===== config.mk =====
export PLATFORM = sky130hd
export DESIGN_NAME = http_request_head_parser_unit_flat
export DESIGN_NICKNAME = d
export VERILOG_FILES = /design/src/design/hrp_pkg.sv /design/src/design/hrp_if.sv /design/src/design/hrp_front.sv /design/src/design/hrp_queue.sv /design/src/design/hrp_back.sv /design/src/design/http_request_head_parser_unit.sv /design/src/flat_wrapper.sv
export SDC_FILE = /design/constraint.sdc
export NUM_CORES = 1
export LEC_CHECK = 0
export ABC_AREA = 0
export CAP_MARGIN = 20
export CORE_ASPECT_RATIO = 0.9
export CORE_MARGIN = 1.5
export CORE_UTILIZATION = 60
export CTS_CLUSTER_DIAMETER = 150
export DETAILED_ROUTE_END_ITERATION = 16
export DONT_BUFFER_PORTS = 1
export PLACE_DENSITY = 0.78
export SLEW_MARGIN = 25
export SYNTH_ARGS = -nofsm -noshare
export SYNTH_HDL_FRONTEND = slang
export SYNTH_HIERARCHICAL = 1
export SYNTH_SLANG_ARGS = --single-unit

===== constraint.sdc =====
create_clock -name clk -period 7.85 [get_ports clk]
set_input_delay 0.785 -clock clk [delete_from_list [all_inputs] [get_ports clk]]
set_output_delay 0.785 -clock clk [all_outputs]
set_load 0.01 [all_outputs]

===== src/design/hrp_pkg.sv =====
`default_nettype none
package hrp_pkg;

  // saturating byte counter width; the result field is fixed at 20 bits
  localparam int COUNT_BITS  = 20;
  localparam int OUT_COUNT_W = 20;

  // front-to-back queue, in result bundles
  localparam int QUEUE_DEPTH = 4;
  localparam int QUEUE_AW    = $clog2(QUEUE_DEPTH);

  localparam logic [7:0] CH_TAB   = 8'h09;
  localparam logic [7:0] CH_LF    = 8'h0A;
  localparam logic [7:0] CH_CR    = 8'h0D;
  localparam logic [7:0] CH_SP    = 8'h20;
  localparam logic [7:0] CH_PCT   = 8'h25;
  localparam logic [7:0] CH_PLUS  = 8'h2B;
  localparam logic [7:0] CH_MINUS = 8'h2D;
  localparam logic [7:0] CH_COLON = 8'h3A;
  localparam logic [7:0] CH_QMARK = 8'h3F;

  typedef enum logic [3:0] {
    PH_METHOD,
    PH_PATH,
    PH_QUERY,
    PH_MATCH,
    PH_VERSION,
    PH_REST,
    PH_NAME,
    PH_VSKIP,
    PH_VALUE,
    PH_DONE
  } phase_t;

  typedef enum logic [3:0] {
    K_METHOD       = 4'd0,
    K_PATH         = 4'd1,
    K_QUERY        = 4'd2,
    K_VERSION      = 4'd3,
    K_NAME         = 4'd4,
    K_VALUE        = 4'd5,
    K_HDR_DONE     = 4'd6,
    K_DISCARD      = 4'd7,
    K_DEFAULT_PATH = 4'd8,
    K_REQ_DONE     = 4'd9,
    K_HEAD_DONE    = 4'd10
  } kind_t;

  typedef logic [COUNT_BITS-1:0] count_t;

  typedef struct packed {
    kind_t                  kind;
    logic [7:0]             value;
    logic [OUT_COUNT_W-1:0] byte_count;
    logic                   last;
  } result_t;

  // one input byte yields at most two results
  typedef struct packed {
    logic    two;
    result_t r0;
    result_t r1;
  } bundle_t;

  typedef struct packed {
    logic    push;
    bundle_t data;
  } q_wr_t;

  typedef struct packed {
    logic    valid;
    bundle_t data;
  } q_rd_t;

endpackage
`default_nettype wire


===== src/design/hrp_if.sv =====
`default_nettype none
interface hrp_in_if;
  logic       valid;
  logic       ready;
  logic       command;
  logic [7:0] data_byte;

  modport source (output valid, command, data_byte, input ready);
  modport sink   (input valid, command, data_byte, output ready);
endinterface

interface hrp_out_if;
  logic                            valid;
  logic                            ready;
  logic [3:0]                      kind;
  logic [7:0]                      value;
  logic [hrp_pkg::OUT_COUNT_W-1:0] byte_count;
  logic                            last;

  modport source (output valid, kind, value, byte_count, last, input ready);
  modport sink   (input valid, kind, value, byte_count, last, output ready);
endinterface
`default_nettype wire


===== src/design/hrp_front.sv =====
`default_nettype none
module hrp_front import hrp_pkg::*; (
  input  logic   clk,
  input  logic   rst_n,
  hrp_in_if.sink in_ch,
  input  logic   q_full,
  output q_wr_t  q_wr
);

  typedef struct packed {
    phase_t     phase;
    logic [1:0] esc_cnt;
    logic [7:0] esc_c0;
    logic [2:0] match_idx;
    logic       nonempty;
  } st_t;

  typedef struct packed {
    st_t        st;
    logic [1:0] n;
    kind_t      k0;
    logic [7:0] v0;
    kind_t      k1;
    logic [7:0] v1;
  } step_t;

  localparam st_t ST_RESET = '{PH_METHOD, 2'd0, 8'd0, 3'd0, 1'b0};

  function automatic logic is_white(logic [7:0] c);
    return (c == CH_SP) || (c >= 8'd9 && c <= 8'd13);
  endfunction

  // bit 4 set: not a hex digit
  function automatic logic [4:0] hex_val(logic [7:0] c);
    logic [4:0] r;
    r = 5'h10;
    if (c >= 8'h30 && c <= 8'h39) r = {1'b0, 4'(c - 8'h30)};
    else if (c >= 8'h61 && c <= 8'h66) r = {1'b0, 4'(c - 8'h57)};
    else if (c >= 8'h41 && c <= 8'h46) r = {1'b0, 4'(c - 8'h37)};
    return r;
  endfunction

  // strtoul-style: blanks, optional sign, hex digits; low byte kept
  function automatic logic [7:0] decode_escape(logic [7:0] c0, logic [7:0] c1, logic two);
    logic [7:0] ch [2];
    logic [1:0] i;
    logic [1:0] n;
    logic       neg;
    logic       any;
    logic       stop;
    logic [7:0] v;
    logic [4:0] d;
    ch[0] = c0;
    ch[1] = c1;
    n     = two ? 2'd2 : 2'd1;
    i     = 2'd0;
    neg   = 1'b0;
    any   = 1'b0;
    stop  = 1'b0;
    v     = 8'd0;
    for (int k = 0; k < 2; k++) begin
      if (i == 2'(k) && i < n && is_white(ch[k])) i = i + 2'd1;
    end
    if (i < n && (ch[i[0]] == CH_PLUS || ch[i[0]] == CH_MINUS)) begin
      neg = (ch[i[0]] == CH_MINUS);
      i   = i + 2'd1;
    end
    for (int k = 0; k < 2; k++) begin
      if (!stop && 2'(k) >= i && 2'(k) < n) begin
        d = hex_val(ch[k]);
        if (d[4]) begin
          stop = 1'b1;
        end else begin
          v   = {v[3:0], d[3:0]};
          any = 1'b1;
        end
      end
    end
    if (!any) v = 8'd0;
    else if (neg) v = 8'd0 - v;
    return v;
  endfunction

  function automatic logic [7:0] tag_char(logic [2:0] idx);
    logic [7:0] r;
    case (idx)
      3'd0:    r = 8'h48;  // H
      3'd1:    r = 8'h54;  // T
      3'd2:    r = 8'h54;  // T
      3'd3:    r = 8'h50;  // P
      3'd4:    r = 8'h2F;  // /
      default: r = 8'h00;
    endcase
    return r;
  endfunction

  function automatic step_t line_byte(st_t s, logic [7:0] c);
    step_t r;
    r    = '0;
    r.st = s;
    case (s.phase)
      PH_METHOD: begin
        if (c == CH_SP) begin
          r.st.phase   = PH_PATH;
          r.st.esc_cnt = 2'd0;
        end else begin
          r.n = 2'd1; r.k0 = K_METHOD; r.v0 = c;
        end
      end
      PH_PATH: begin
        if (s.esc_cnt == 2'd1) begin
          r.st.esc_c0  = c;
          r.st.esc_cnt = 2'd2;
        end else if (s.esc_cnt == 2'd2) begin
          r.n = 2'd1; r.k0 = K_PATH; r.v0 = decode_escape(s.esc_c0, c, 1'b1);
          r.st.esc_cnt = 2'd0;
        end else if (c == CH_PCT) begin
          r.st.esc_cnt = 2'd1;
        end else if (c == CH_QMARK) begin
          r.st.phase = PH_QUERY;
        end else if (c == CH_SP) begin
          r.st.phase     = PH_MATCH;
          r.st.match_idx = 3'd0;
        end else begin
          r.n = 2'd1; r.k0 = K_PATH; r.v0 = c;
        end
      end
      PH_QUERY: begin
        if (c == CH_SP) begin
          r.st.phase     = PH_MATCH;
          r.st.match_idx = 3'd0;
        end else begin
          r.n = 2'd1; r.k0 = K_QUERY; r.v0 = c;
        end
      end
      PH_MATCH: begin
        if (s.match_idx < 3'd5 && c == tag_char(s.match_idx)) begin
          r.st.match_idx = s.match_idx + 3'd1;
          if (s.match_idx == 3'd4) r.st.phase = PH_VERSION;
        end else begin
          r.st.phase = PH_REST;
        end
      end
      PH_VERSION: begin
        r.n = 2'd1; r.k0 = K_VERSION; r.v0 = c;
      end
      PH_NAME: begin
        if (c == CH_COLON) begin
          r.st.phase = PH_VSKIP;
        end else begin
          r.n = 2'd1; r.k0 = K_NAME; r.v0 = c;
        end
      end
      PH_VSKIP: begin
        if (c != CH_SP && c != CH_TAB) begin
          r.n = 2'd1; r.k0 = K_VALUE; r.v0 = c;
          r.st.phase = PH_VALUE;
        end
      end
      PH_VALUE: begin
        r.n = 2'd1; r.k0 = K_VALUE; r.v0 = c;
      end
      default: ;
    endcase
    r.st.nonempty = 1'b1;
    return r;
  endfunction

  function automatic step_t line_end(st_t s);
    step_t r;
    r    = '0;
    r.st = s;
    case (s.phase)
      PH_METHOD: begin
        if (s.nonempty) begin
          r.n = 2'd2; r.k0 = K_DEFAULT_PATH; r.k1 = K_REQ_DONE;
          r.st.phase = PH_NAME;
        end
      end
      PH_PATH: begin
        if (s.esc_cnt == 2'd1) begin
          r.n = 2'd2; r.k0 = K_PATH; r.k1 = K_REQ_DONE;
        end else if (s.esc_cnt == 2'd2) begin
          r.n = 2'd2; r.k0 = K_PATH; r.k1 = K_REQ_DONE;
          r.v0 = decode_escape(s.esc_c0, 8'd0, 1'b0);
        end else begin
          r.n = 2'd1; r.k0 = K_REQ_DONE;
        end
        r.st.esc_cnt = 2'd0;
        r.st.phase   = PH_NAME;
      end
      PH_QUERY, PH_MATCH, PH_VERSION, PH_REST: begin
        r.n = 2'd1; r.k0 = K_REQ_DONE;
        r.st.phase = PH_NAME;
      end
      PH_NAME: begin
        r.n = 2'd1;
        if (!s.nonempty) begin
          r.k0       = K_HEAD_DONE;
          r.st.phase = PH_DONE;
        end else begin
          r.k0 = K_DISCARD;
        end
      end
      PH_VSKIP, PH_VALUE: begin
        r.n = 2'd1; r.k0 = K_HDR_DONE;
        r.st.phase = PH_NAME;
      end
      default: ;
    endcase
    r.st.nonempty  = 1'b0;
    r.st.match_idx = 3'd0;
    return r;
  endfunction

  st_t        st_r, st_nxt;
  logic       held_r, held_nxt;
  count_t     cnt_r, cnt_nxt, cnt_inc;
  step_t      cr_step, byte_step;
  logic       fire, active, two, any_res;
  logic [7:0] c;

  assign in_ch.ready = !q_full;
  assign fire        = in_ch.valid && in_ch.ready;
  assign c           = in_ch.data_byte;
  assign active      = fire && !in_ch.command && (st_r.phase != PH_DONE);
  assign cnt_inc     = (cnt_r == '1) ? cnt_r : cnt_r + 1'b1;

  // held CR goes first as a line byte unless this byte is LF
  always_comb begin
    cr_step    = '0;
    cr_step.st = st_r;
    if (held_r && c != CH_LF) cr_step = line_byte(st_r, CH_CR);
    if (c == CH_CR) begin
      byte_step    = '0;
      byte_step.st = cr_step.st;
    end else if (c == CH_LF) begin
      byte_step = line_end(cr_step.st);
    end else begin
      byte_step = line_byte(cr_step.st, c);
    end
  end

  always_comb begin
    st_nxt   = st_r;
    held_nxt = held_r;
    cnt_nxt  = cnt_r;
    if (fire && in_ch.command) begin
      st_nxt   = ST_RESET;
      held_nxt = 1'b0;
      cnt_nxt  = '0;
    end else if (active) begin
      st_nxt   = byte_step.st;
      held_nxt = (c == CH_CR);
      cnt_nxt  = cnt_inc;
    end
  end

  always_comb begin
    q_wr    = '0;
    any_res = (cr_step.n != 2'd0) || (byte_step.n != 2'd0);
    if (cr_step.n != 2'd0) begin
      two             = (byte_step.n != 2'd0);
      q_wr.data.r0.kind  = cr_step.k0;
      q_wr.data.r0.value = cr_step.v0;
      q_wr.data.r1.kind  = byte_step.k0;
      q_wr.data.r1.value = byte_step.v0;
    end else begin
      two             = (byte_step.n == 2'd2);
      q_wr.data.r0.kind  = byte_step.k0;
      q_wr.data.r0.value = byte_step.v0;
      q_wr.data.r1.kind  = byte_step.k1;
      q_wr.data.r1.value = byte_step.v1;
    end
    q_wr.push               = active && any_res;
    q_wr.data.two           = two;
    q_wr.data.r0.byte_count = OUT_COUNT_W'(cnt_inc);
    q_wr.data.r1.byte_count = OUT_COUNT_W'(cnt_inc);
    q_wr.data.r0.last       = !two;
    q_wr.data.r1.last       = 1'b1;
  end

  always_ff @(posedge clk) begin
    if (!rst_n) begin
      st_r   <= ST_RESET;
      held_r <= 1'b0;
      cnt_r  <= '0;
    end else begin
      st_r   <= st_nxt;
      held_r <= held_nxt;
      cnt_r  <= cnt_nxt;
    end
  end

endmodule
`default_nettype wire


===== src/design/hrp_queue.sv =====
`default_nettype none
module hrp_queue import hrp_pkg::*; (
  input  logic  clk,
  input  logic  rst_n,
  input  q_wr_t wr,
  output logic  full,
  output q_rd_t rd,
  input  logic  pop
);

  bundle_t             mem_r [QUEUE_DEPTH];
  logic [QUEUE_AW-1:0] wp_r, wp_nxt, rp_r, rp_nxt;
  logic [QUEUE_AW:0]   cnt_r, cnt_nxt;
  logic                do_pop;

  assign full     = (cnt_r == (QUEUE_AW+1)'(QUEUE_DEPTH));
  assign rd.valid = (cnt_r != '0);
  assign rd.data  = mem_r[rp_r];
  assign do_pop   = pop && rd.valid;

  always_comb begin
    wp_nxt  = wp_r;
    rp_nxt  = rp_r;
    cnt_nxt = cnt_r;
    if (wr.push) begin
      wp_nxt = (wp_r == QUEUE_AW'(QUEUE_DEPTH-1)) ? '0 : wp_r + 1'b1;
    end
    if (do_pop) begin
      rp_nxt = (rp_r == QUEUE_AW'(QUEUE_DEPTH-1)) ? '0 : rp_r + 1'b1;
    end
    if (wr.push && !do_pop) cnt_nxt = cnt_r + 1'b1;
    else if (!wr.push && do_pop) cnt_nxt = cnt_r - 1'b1;
  end

  always_ff @(posedge clk) begin
    if (!rst_n) begin
      wp_r  <= '0;
      rp_r  <= '0;
      cnt_r <= '0;
    end else begin
      wp_r  <= wp_nxt;
      rp_r  <= rp_nxt;
      cnt_r <= cnt_nxt;
    end
  end

  always_ff @(posedge clk) begin
    if (wr.push) mem_r[wp_r] <= wr.data;
  end

endmodule
`default_nettype wire


===== src/design/hrp_back.sv =====
`default_nettype none
module hrp_back import hrp_pkg::*; (
  input  logic       clk,
  input  logic       rst_n,
  input  q_rd_t      rd,
  output logic       pop,
  hrp_out_if.source  out_ch
);

  logic    out_valid_r, out_valid_nxt;
  logic    pend_valid_r, pend_valid_nxt;
  result_t out_r, out_nxt;
  result_t pend_r, pend_nxt;
  logic    load;

  // output register frees when empty or when its transfer completes
  assign load = !out_valid_r || out_ch.ready;
  assign pop  = load && !pend_valid_r && rd.valid;

  always_comb begin
    out_valid_nxt  = out_valid_r;
    pend_valid_nxt = pend_valid_r;
    out_nxt        = out_r;
    pend_nxt       = pend_r;
    if (load) begin
      if (pend_valid_r) begin
        out_nxt        = pend_r;
        out_valid_nxt  = 1'b1;
        pend_valid_nxt = 1'b0;
      end else if (rd.valid) begin
        out_nxt        = rd.data.r0;
        out_valid_nxt  = 1'b1;
        pend_nxt       = rd.data.r1;
        pend_valid_nxt = rd.data.two;
      end else begin
        out_valid_nxt = 1'b0;
      end
    end
  end

  always_ff @(posedge clk) begin
    if (!rst_n) begin
      out_valid_r  <= 1'b0;
      pend_valid_r <= 1'b0;
    end else begin
      out_valid_r  <= out_valid_nxt;
      pend_valid_r <= pend_valid_nxt;
    end
  end

  always_ff @(posedge clk) begin
    out_r  <= out_nxt;
    pend_r <= pend_nxt;
  end

  assign out_ch.valid      = out_valid_r;
  assign out_ch.kind       = out_r.kind;
  assign out_ch.value      = out_r.value;
  assign out_ch.byte_count = out_r.byte_count;
  assign out_ch.last       = out_r.last;

endmodule
`default_nettype wire


===== src/design/http_request_head_parser_unit.sv =====
`default_nettype none
// Streaming HTTP request-head parser. Feed one byte per transfer on in_ch
// (command 0), or a restart (command 1) before each new head. Results on
// out_ch carry a kind code, the byte (method, percent-decoded path, raw
// query, version, header name or value) or zero for markers, the saturating
// count of bytes taken since restart, and last on the final result of each
// input byte. A byte gives zero, one or two results. The input side takes
// one byte per cycle; each byte is classified combinationally by the front
// state machine and its results are pushed as one bundle into a four-entry
// queue. The back end drains one result per cycle through a registered
// output, so a byte's results are written into the queue and then loaded
// into the output register before they are valid on out_ch. in_ch.ready
// drops only while the queue is full, which happens when two-result bytes
// or a stalled sink outrun the one-result-per-cycle drain. After the blank
// line that ends the head, bytes are taken and ignored until a restart.
// No clearing pass is needed after reset.
module http_request_head_parser_unit import hrp_pkg::*; (
  input  logic      clk,
  input  logic      rst_n,
  hrp_in_if.sink    in_ch,
  hrp_out_if.source out_ch
);

  q_wr_t q_wr;
  q_rd_t q_rd;
  logic  q_full;
  logic  q_pop;

  // front: byte classification, parser state, byte counter
  hrp_front u_front (
    .clk    (clk),
    .rst_n  (rst_n),
    .in_ch  (in_ch),
    .q_full (q_full),
    .q_wr   (q_wr)
  );

  // result bundles waiting for the output side
  hrp_queue u_queue (
    .clk   (clk),
    .rst_n (rst_n),
    .wr    (q_wr),
    .full  (q_full),
    .rd    (q_rd),
    .pop   (q_pop)
  );

  // back: splits bundles into single results behind an output register
  hrp_back u_back (
    .clk    (clk),
    .rst_n  (rst_n),
    .rd     (q_rd),
    .pop    (q_pop),
    .out_ch (out_ch)
  );

  // a push into a full queue would drop a bundle
  a_no_overflow: assert property (@(posedge clk) disable iff (!rst_n)
    q_wr.push |-> !q_full)
    else $error("result bundle pushed into full queue");

  // every result comes from a counted byte
  a_count_nonzero: assert property (@(posedge clk) disable iff (!rst_n)
    q_wr.push |-> (q_wr.data.r0.byte_count != '0))
    else $error("result with zero byte count");

  // a restart yields no results
  a_restart_silent: assert property (@(posedge clk) disable iff (!rst_n)
    (in_ch.valid && in_ch.ready && in_ch.command) |-> !q_wr.push)
    else $error("restart produced results");

endmodule
`default_nettype wire


===== src/flat_wrapper.sv =====
// flat-port wrapper written by rule: the top's interface ports become plain ports
module http_request_head_parser_unit_flat import hrp_pkg::*;
  (clk, rst_n, in_ch_valid, in_ch_command, in_ch_data_byte, in_ch_ready, out_ch_valid, out_ch_kind, out_ch_value, out_ch_byte_count, out_ch_last, out_ch_ready);
  hrp_in_if in_ch_i ();
  hrp_out_if out_ch_i ();
  input  logic clk;
  input  logic rst_n;
  input wire logic [$bits(in_ch_i.valid)-1:0] in_ch_valid;
  input wire logic [$bits(in_ch_i.command)-1:0] in_ch_command;
  input wire logic [$bits(in_ch_i.data_byte)-1:0] in_ch_data_byte;
  output wire logic [$bits(in_ch_i.ready)-1:0] in_ch_ready;
  output wire logic [$bits(out_ch_i.valid)-1:0] out_ch_valid;
  output wire logic [$bits(out_ch_i.kind)-1:0] out_ch_kind;
  output wire logic [$bits(out_ch_i.value)-1:0] out_ch_value;
  output wire logic [$bits(out_ch_i.byte_count)-1:0] out_ch_byte_count;
  output wire logic [$bits(out_ch_i.last)-1:0] out_ch_last;
  input wire logic [$bits(out_ch_i.ready)-1:0] out_ch_ready;
  assign in_ch_i.valid = in_ch_valid;
  assign in_ch_i.command = in_ch_command;
  assign in_ch_i.data_byte = in_ch_data_byte;
  assign in_ch_ready = in_ch_i.ready;
  assign out_ch_valid = out_ch_i.valid;
  assign out_ch_kind = out_ch_i.kind;
  assign out_ch_value = out_ch_i.value;
  assign out_ch_byte_count = out_ch_i.byte_count;
  assign out_ch_last = out_ch_i.last;
  assign out_ch_i.ready = out_ch_ready;
  http_request_head_parser_unit u_core (.clk(clk), .rst_n(rst_n), .in_ch(in_ch_i), .out_ch(out_ch_i));
endmodule

==> flow_summary.ini, run 1 <==
[clocking]
clock_latency_ns = 0.53
cts.sinks = 384
htreeDepth = 2
holdBufCountCts = 0
cts_resized = 0
cts_buffer_depth = 3
numCtsBuffers = 38
cts_setup_buffers = 0
cts_tree = built
clkTransAtPathRegs_ns = 0.06
clockRootBuffer = clkbuf_16

[cells_and_area]
drive_above_1_share = 0.1823
fill_cells = 1852
layout.nets = 1212
fin_area_sq_um = 18800
syn_to_final_growth_pct = 7.854
final_core_util = 0.6659
fin_cells = 1561
antenna_cells = 0

[grt]
antenna_found_initial = 0
grtUsageMet1 = 0.3743
grt.met3_usage = 0.03550
grt_use_total = 0.2555
grt-ovfl-total = 0
grt_pass1_wl_microns = 58150
grt_pass1_vias = 10053
grt_max_degree = 68
grt_busiest_layer = met2
grt.met2_usage = 0.4094

[critical_path]
worst_ep_required_time_ns = 8.04
path_max_fanout = 25
cp-end-kind = register
path_class = in2reg
cp-start-kind = primary input
cp.arrival_ns = 5.64

[detailed_routing]
drc = 0
drt-initial-drc-count = 1269
routedWlPerCell_microns = 24.02
routed_wl_microns = 37500
vias_per_cell = 6.641
drt_first_pass_iters = 5
via_count = 10366
ant_nets = 0

[pwr]
p_clk_frac = 0.338
power_switching_mw = 1.413
p_per_area_nw_per_um2 = 293.1
switching_share = 0.2566
finalPower_mw = 5.509
irDropWorstVdd_uv = 225.8
comb_power_share = 0.158
internal_power_mw = 4.096
seqPwrFrac = 0.504
p_leak_nw = 6.083

[logic_synthesis]
ys.flop_type = edfxtp_1
synth_edf_count = 334
yosysMostFrequentCell = edfxtp_1
ys_ff_latch = 384
synth_top_area_share = 0.5755
yosys-top-cells-area = edfxtp_1 58%, mux4_2 8.7%, dfxtp_1 5.7%
synth_commonest_cells = 334 x edfxtp_1, 97 x nor2_1, 67 x mux4_2, 61 x a21oi_1, 57 x nand2_1
ys_types = 91
syn_avg_cell_area_sq_um = 14.49
async_reset_ff_frac = 0
yosysWarnings = 6
synthesis.instances = 1203
syn-num-nets = 1244
synth_top_cell_by_area = edfxtp_1
yosysSeqAreaShare = 0.6329
synth_area_sq_um = 17430

[timing]
finalSetupViolCount = 0
fin_crit_sh = 0.6950
finalMaxSlewViolations = 0
hold_viol_final = 0
max-slew-margin-rel = 0.2974
finalClockSkew_ns = 0.01718
tightest_slew_ns = 1.054
whs_ns = 0.3840
final.setup.worst_slack_ns = 2.394
min_period_ns = 5.456
setup_tns_ns = 0
rsz0062_at_grt = false
clock.fmax_mhz = 183.3

[die]
design.die.area_sq_um = 30080
die_w_microns = 182.7
fp.dieH_microns = 164.7
coreArea_sq_um = 28230
initial_core_util = 0.6174
rows = 58
ioPinCount = 48

[run_status]
status = finished, final reports clean

[job]
maxCapViolations = 0

[place]
portBuffers = 0
dpl.cell_count = 1490
placed_cell_area_sq_um = 17470
place_ws_ns = 2.066
place.detailed.hpwl_microns = 22550
place_congestion = 0.9722

[min_path]
holdCritPathClass = in2reg
[power groups by stage]
stage | clock network (mW) | logic [mW] | registers [mW]
after CTS | 1.89 | 0.863 | 2.79
after global placement | 0 | 0.819 | 2.81
after floorplan | 0 | 0.750 | 2.73
final | 1.86 | 0.871 | 2.78
after detailed placement | 0 | 0.838 | 2.82
after global routing | 1.96 | 0.936 | 2.81
[sequential cells by signal (all words and copies together) (netlist names), 2 cells and up, named ones only]
| signal | count |
|---|---|
| u_core/u_queue/mem_r | 268 |
| u_core/u_front/cnt_r | 20 |
| u_core/u_queue/rp_r | 2 |
| u_core/u_front/st_r | 18 |
| u_core/u_back/out_ch.kind | 4 |
| u_core/u_back/out_ch.byte_count | 20 |
| u_core/u_back/pend_r | 33 |
| u_core/u_back/out_ch.value | 8 |
| u_core/u_queue/cnt_r | 3 |
| u_core/u_queue/wp_r | 2 |
[final timing paths]
check / startpoint / endpoint / slack [ns] / cells past startpoint
worst min register to register: u_core/u_front/cnt_r[16] / u_core/u_front/cnt_r[16] / 0.47 / 2
worst max-delay path: in_ch_data_byte[0] / u_core/u_queue/mem_r[2][19] / 2.39 / 16
worst max register to register: u_core/u_front/st_r[14] / u_core/u_queue/mem_r[2][19] / 2.43 / 13
worst min-delay path: rst_n / u_core/u_back/out_ch.valid / 0.38 / 1
[kinds of logic after synthesis]
| group | count (synthesis) | share of synthesized area |
|---|---|---|
| fa+ha+maj | 28 | 0.02053 |
| mux | 112 | 0.1161 |
| simple gates | 307 | 0.09218 |
| flops | 384 | 0.6329 |
| buf+inv | 117 | 0.03712 |
| compound gates | 224 | 0.08587 |
| other cells | 1 | 0.0002152 |
| xor+xnor | 30 | 0.01508 |
[per-layer routing]
metal  share of wire  vias to the layer above
li1                -                     4596
met4           0.017                        0
met5               0                        -
met1            0.43                     5177
met2            0.47                      533
met3           0.076                       60
[area by class of cell]
| cell class | count | area, sq um | share of cell area |
|---|---|---|---|
| flip-flops and latches | 384 | 11040 | 0.5872 |
| repair buffers | 14 | 125.1 | 0.006656 |
| well taps | 360 | 450.4 | 0.02396 |
| clock buffers | 48 | 1050 | 0.05585 |
| multi-input cells | 702 | 5772 | 0.3071 |
| clock inverters | 22 | 246.5 | 0.01311 |
| inverters | 31 | 116.4 | 0.006191 |
[placed cells by master, fill, tap and decap left out, types with 14 or more instances in the layout]
cell / instances
edfxtp_1: 334
nor2_1: 96
mux4_2: 67
a21oi_1: 61
nand2_1: 57
dfxtp_1: 47
o21ai_0: 41
clkbuf_16: 39
mux2_2: 31
inv_1: 30
nor3_1: 28
ha_1: 27
nand3_1: 20
xor2_1: 16
xnor2_1: 14
[critical path, stage by stage]
cell and delay, ns:
inv_1 0.13, ha_1 0.21, nand4bb_1 0.19, nor2_1 0.51, nor2_1 0.21, nand2_1 0.16
mux2i_1 0.29, inv_1 0.10, ha_1 0.32, a21oi_1 0.21, o21ai_0 0.13, nor3_1 0.60
nor3_1 0.11, nor2_1 0.49, and2_2 0.72, buf_4 0.45
No activity file was read; power rests on OpenSTA's default activity.
==> inputs of run 2 (changes only) <==
Settings changed: CORE_UTILIZATION 60 to 58.
Clock period 7.85 ns to 4.75 ns, I/O delays scaled along.
==> run 2 against run 1 <==
Net effect: core utilization fell by 2.5 points; sequential share of layout area fell by 0.76 points; setup slack got worse by 1.9 ns; worst hold slack got worse by 0.31 ns; first-iteration DRC count fell by 13%; die area rose by 3.4%; clock power rose by 56%; combinational power rose by 62%; clock skew rose by 0.0017 ns; highest routed layer unchanged; register-to-register slack got worse by 2.0 ns.
==> flow_summary.ini, run 2 (same netlist as run 1, synthesis figures left out) <==
[cells_and_area]
fin_area_sq_um = 19040
top_register = u_core/u_queue/mem_r
top_regs = u_core/u_queue/mem_r: 268 flops, u_core/u_back/pend_r: 33 flops
fin_cells = 1624
final_common_cell = edfxtp_1
antenna_cells = 0
layout.nets = 1235
syn_to_final_growth_pct = 9.261
final_core_util = 0.6405
drive_above_1_share = 0.1941
layout_common_cells = 334 x edfxtp_1, 95 x nor2_1, 67 x mux4_2
largest_register_ffs = 268

[critical_path]
cp.arrival_ns = 4.62
worst_ep_required_time_ns = 5.09
reg2reg_from = u_core/u_front/st_r[12]
crit_path_end = u_core/u_queue/mem_r[0][25]
path_max_fanout = 8
r2r_slack_ns = 0.47
path_class = reg2reg
cp-end-kind = register
r2r_end = u_core/u_queue/mem_r[0][25]
critPathMaxStageDelay_ns = 0.45
crit_slowest_cell = dfxtp_1
cp-start-kind = register
reg2regPathDepth = 16
crit_start = u_core/u_front/st_r[12]
path_cells = nor2b_1 -> nand2_2 -> nor2_1 -> nor2_1 -> inv_1 -> ha_1 -> o21bai_1 -> a21oi_2 -> a211oi_1 -> or2_4 -> a21oi_2 -> buf_4 -> mux2_4 -> a311o_1 -> a22o_1 -> a21oi_1

[detailed_routing]
routedWlPerCell_microns = 22.36
ant_nets = 0
drt-initial-drc-count = 1106
drc = 0
drt_first_pass_iters = 5
routed_wl_microns = 36320
vias_per_cell = 6.294
via_count = 10221

[die]
fp.dieH_microns = 167.5
die_w_microns = 185.7
coreArea_sq_um = 29730
design.die.area_sq_um = 31100
rows = 60
initial_core_util = 0.5862
ioPinCount = 48

[timing]
whs_ns = 0.07339
finalSetupViolCount = 0
finalMaxSlewViolations = 0
rsz0062_at_grt = false
finalClockSkew_ns = 0.01888
hold_viol_final = 0
min_period_ns = 4.278
tightest_slew_ns = 1.019
setup_tns_ns = 0
clock.fmax_mhz = 233.8
max-slew-margin-rel = 0.3192
fin_crit_sh = 0.9006
final.setup.worst_slack_ns = 0.4721

[run_status]
status = finished, final reports clean

[place]
place.detailed.hpwl_microns = 23130
dpl.cell_count = 1556
portBuffers = 0
placed_cell_area_sq_um = 17800
place_ws_ns = 0.2103
place_congestion = 0.9304

[clocking]
cts_resized = 0
cts_setup_buffers = 0
cts_tree = built
numCtsBuffers = 38
clockRootBuffer = clkbuf_16
cts.sinks = 384
cts_buffer_depth = 3
clock_latency_ns = 0.53
clkTransAtPathRegs_ns = 0.06
htreeDepth = 2
holdBufCountCts = 0

[min_path]
holdCritPathClass = in2reg
worstHoldStart = rst_n

[grt]
grt-ovfl-total = 0
grt_max_degree = 68
grt_pass1_vias = 10130
antenna_found_initial = 0
grt_pass1_wl_microns = 57480
grt_use_total = 0.2415

[job]
maxCapViolations = 0

[pwr]
p_leak_nw = 6.207
finalPower_mw = 8.944
p_per_area_nw_per_um2 = 469.7
irDropWorstVdd_uv = 385.4
## run 2: metal layers
metal,vias to the layer above,GRT usage,wire length [microns]
met4,0,0.05400,536
met5,-,0,0
met2,391,0.3821,17280
met3,43,0.03763,2286
met1,5140,0.3564,16210
li1,4647,-,-
## run 2: critical path: cells and delay by family (launching register included)
| kind | cells | cell delay, ns |
|---|---|---|
| buf+inv | 2 | 0.33 |
| compound gates | 7 | 1.62 |
| simple gates | 5 | 1.13 |
| flops | 1 | 0.45 |
| fa+ha+maj | 1 | 0.22 |
| mux | 1 | 0.33 |
## run 2: cell type report
type	instances	area (sq um)
clock buffers	45	1008
clock inverters	22	201.4
fillers	2100	10690
inverters	31	116.4
multi-input cells	702	5777
flip-flops and latches	384	11040
well taps	403	504.2
repair buffers	37	397.9
## run 2: worst min-delay path by stage
stage	end	slack [ns]	depth (start not counted)
after floorplan	u_core/u_front/cnt_r[16]	0.45	2
after global placement	u_core/u_front/cnt_r[16]	0.46	2
final	u_core/u_queue/cnt_r[0]	0.07	1
after global routing	u_core/u_queue/cnt_r[0]	0.06	1
after CTS	u_core/u_queue/cnt_r[0]	0.05	1
after detailed placement	u_core/u_front/cnt_r[16]	0.47	2
## run 2: power by group
group          internal, mW  total [mW]  switching [mW]
logic                 0.725        1.41           0.681
registers              4.26        4.63           0.368
clock network          1.69        2.91            1.22
==> inputs of run 3 (changes only) <==
--- a/config.mk
+++ b/config.mk
@@ -19,3 +19,2 @@
 export SYNTH_HDL_FRONTEND = slang
-export SYNTH_HIERARCHICAL = 1
 export SYNTH_SLANG_ARGS = --single-unit
--- a/constraint.sdc
+++ b/constraint.sdc
@@ -3,2 +3,2 @@
 set_output_delay 0.475 -clock clk [all_outputs]
-set_load 0.01 [all_outputs]
+set_load 0.005 [all_outputs]
==> run 3 against run 2 <==
Net effect: worst hold slack worse by 0.035 ns; flip-flop and latch count is 85 lower; via count is 6.5% lower; critical path depth is 2 lower; total power is 16% lower; sequential power is 21% lower; clock power is 12% lower; synthesized cell count is 6.1% lower; first-iteration DRC count is 2.3% lower; clock-buffer cell count is 13 lower; setup slack worse by 0.13 ns; combinational power is 7% lower; largest cell class unchanged.
==> flow_summary.ini, run 3 <==
[run_status]
status = finished, final reports clean

[clocking]
clock_latency_ns = 0.57
clkTransAtPathRegs_ns = 0.06
numCtsBuffers = 30
htreeDepth = 1
holdBufCountCts = 0
cts_setup_buffers = 0
cts_resized = 0
cts_tree = built
cts.sinks = 299
cts_buffer_depth = 3
clockRootBuffer = clkbuf_16

[timing]
finalSetupViolCount = 0
min_period_ns = 4.410
fin_crit_sh = 0.9284
clock.fmax_mhz = 226.8
hold_viol_final = 0
finalMaxSlewViolations = 0
rsz0062_at_grt = false
finalClockSkew_ns = 0.02244
max-slew-margin-rel = 0.4536
final.setup.worst_slack_ns = 0.3403
tightest_slew_ns = 0.8184
setup_tns_ns = 0

[cells_and_area]
antenna_cells = 0
syn_to_final_growth_pct = 10.54
fin_cells = 1458
final_core_util = 0.6554
layout_common_cells = 249 x edfxtp_1, 89 x nor2_1, 79 x nand2_1
top_register = u_core.u_queue.mem_r
fill_cells = 1755
final_common_cell = edfxtp_1
largest_register_ffs = 184
top_regs = u_core.u_queue.mem_r: 184 flops, u_core.u_back.pend_r: 32 flops
layout.nets = 1171
drive_above_1_share = 0.1739

[die]
design.die.area_sq_um = 25820
initial_core_util = 0.5929
coreArea_sq_um = 24320
ioPinCount = 48
rows = 54
die_w_microns = 169.2
fp.dieH_microns = 152.6

[logic_synthesis]
ys_ff_latch = 299
ys_types = 82
synth_edf_count = 249
async_reset_ff_frac = 0
synth-simple-area-share = 0.1173
syn_avg_cell_area_sq_um = 12.76
synth_top_family_by_area = simple AND/OR/NAND/NOR gates
synth_commonest_cells = 249 x edfxtp_1, 90 x nor2_1, 79 x nand2_1, 72 x a21oi_1, 53 x clkbuf_1
syn-num-nets = 1173
yosys-top-cells-area = edfxtp_1 52%, mux4_2 7.2%, dfxtp_1 6.9%
synth_top_area_share = 0.5185
synth_area_sq_um = 14420
muxShareOfSynthArea = 0.1098
ys.flop_type = edfxtp_1
yosysSeqAreaShare = 0.5879
synth_compound_area_frac = 0.1102
yosysWarnings = 0
synth_top_cell_by_area = edfxtp_1
synth_xor_area_frac = 0.02186
synthesis.instances = 1130
yosysMostFrequentCell = edfxtp_1
synth_fa_ha_area_frac = 0.02655

[critical_path]
cp-end-kind = register
reg2regPathDepth = 14
path_class = reg2reg
r2r_slack_ns = 0.34
reg2reg_from = u_core.u_front.st_r[16]
crit_start = u_core.u_front.st_r[16]
cp.arrival_ns = 4.70
path_max_fanout = 9
r2r_end = u_core.u_queue.mem_r[0][58]
worst_ep_required_time_ns = 5.04
cp-start-kind = register

[min_path]
hold_depth = 1
worstHoldStart = rst_n
holdPathEnd = u_core.u_queue.cnt_r[0]
holdCritPathClass = in2reg

[pwr]
finalPower_mw = 7.509
p_per_area_nw_per_um2 = 471.1
p_leak_nw = 5.221
irDropWorstVdd_uv = 456.6

[grt]
grt-ovfl-total = 0
grt_max_degree = 47
grt_use_total = 0.2519
grt_pass1_vias = 9343
grt_pass1_wl_microns = 51030
antenna_found_initial = 0

[detailed_routing]
drt_first_pass_iters = 6
routed_wl_microns = 32250
vias_per_cell = 6.558
drt-initial-drc-count = 1081
via_count = 9561
drc = 0
routedWlPerCell_microns = 22.12
ant_nets = 0

[place]
place_ws_ns = 0.2113
place_congestion = 0.9793
place.detailed.hpwl_microns = 20870
portBuffers = 0
dpl.cell_count = 1402

[job]
maxCapViolations = 0
-- run 3: changes by cell type in the layout (fill, tap and decap cells not counted), sizes merged, moves of 6 or more --
| cell | previous run | this run |
|---|---|---|
| or2 | 10 | 4 |
| clkbuf | 45 | 32 |
| mux4 | 67 | 46 |
| o211ai | 5 | 13 |
| nor2 | 98 | 90 |
| nor3 | 29 | 36 |
| a21oi | 64 | 72 |
| nand4 | 9 | 16 |
| nand2 | 58 | 79 |
| edfxtp | 334 | 249 |
-- run 3: worst max-delay path by stage --
stage | cells past startpoint | endpoint | slack [ns]
6_report | 14 | u_core.u_queue.mem_r[0][58] | 0.34
5_1_grt | 14 | u_core.u_queue.mem_r[3][58] | 0.05
4_1_cts | 14 | u_core.u_queue.mem_r[0][58] | 0.53
3_5_place_dp | 16 | u_core.u_queue.mem_r[2][58] | 0.21
3_3_place_gp | 15 | u_core.u_queue.mem_r[0][58] | 0.38
2_1_floorplan | 16 | u_core.u_queue.mem_r[3][20] | 0.10
-- run 3: critical path, cell delays in order, from the launching register on --
cell,delay (ns)
dfxtp_1,0.41
nor3_1,0.46
o211a_2,0.33
nor2_1,0.07
inv_1,0.11
ha_1,0.33
nor3b_2,0.39
nor3_1,0.09
o21ai_0,0.56
o21ai_0,0.28
nand3_2,0.19
a311oi_1,0.12
o32ai_1,0.52
buf_4,0.20
nor2_1,0.06
-- run 3: where the power goes --
group,internal (mW),total [mW],switching [mW],leakage [nW]
clock,1.54,2.55,1.01,0.521
sequential,3.43,3.65,0.222,2.69
combinational,0.597,1.31,0.712,2.01
-- run 3: final cells by class --
| type | instances | area, sq um | area share |
|---|---|---|---|
| Clock buffer | 32 | 758.2 | 0.04756 |
| Clock inverter | 22 | 324.1 | 0.02033 |
| Inverter | 33 | 123.9 | 0.007770 |
| Multi-Input combinational cell | 732 | 5585 | 0.3504 |
| Sequential cell | 299 | 8484 | 0.5322 |
| Tap cell | 308 | 385.4 | 0.02417 |
| Timing Repair Buffer | 32 | 280.3 | 0.01758 |
-- run 3: metrics by stage --
stage / hold slack [ns] / cell area (sq um)
floorplan: 0.4628 / 14420
global placement: 0.4757 / 14800
detailed placement: 0.4880 / 14800
CTS: 0.02282 / 15890
global route: 0.02437 / 15940
finish: 0.03801 / 15940
-- run 3: logic make-up after synthesis --
group                    count (synthesis)
AO/OA/AOI/OAI                          238
XOR/XNOR                                36
adder cells (fa/ha/maj)                 30
buffers and inverters                   99
flip-flops                             299
multiplexers                            96
AND/OR/NAND/NOR                        332
-- run 3: routing by layer --
layer / global-route usage / share of wire
met1: 0.3737 / 0.44
met2: 0.3894 / 0.46
met3: 0.03948 / 0.071
met4: 0.06869 / 0.027
met5: 0 / 0
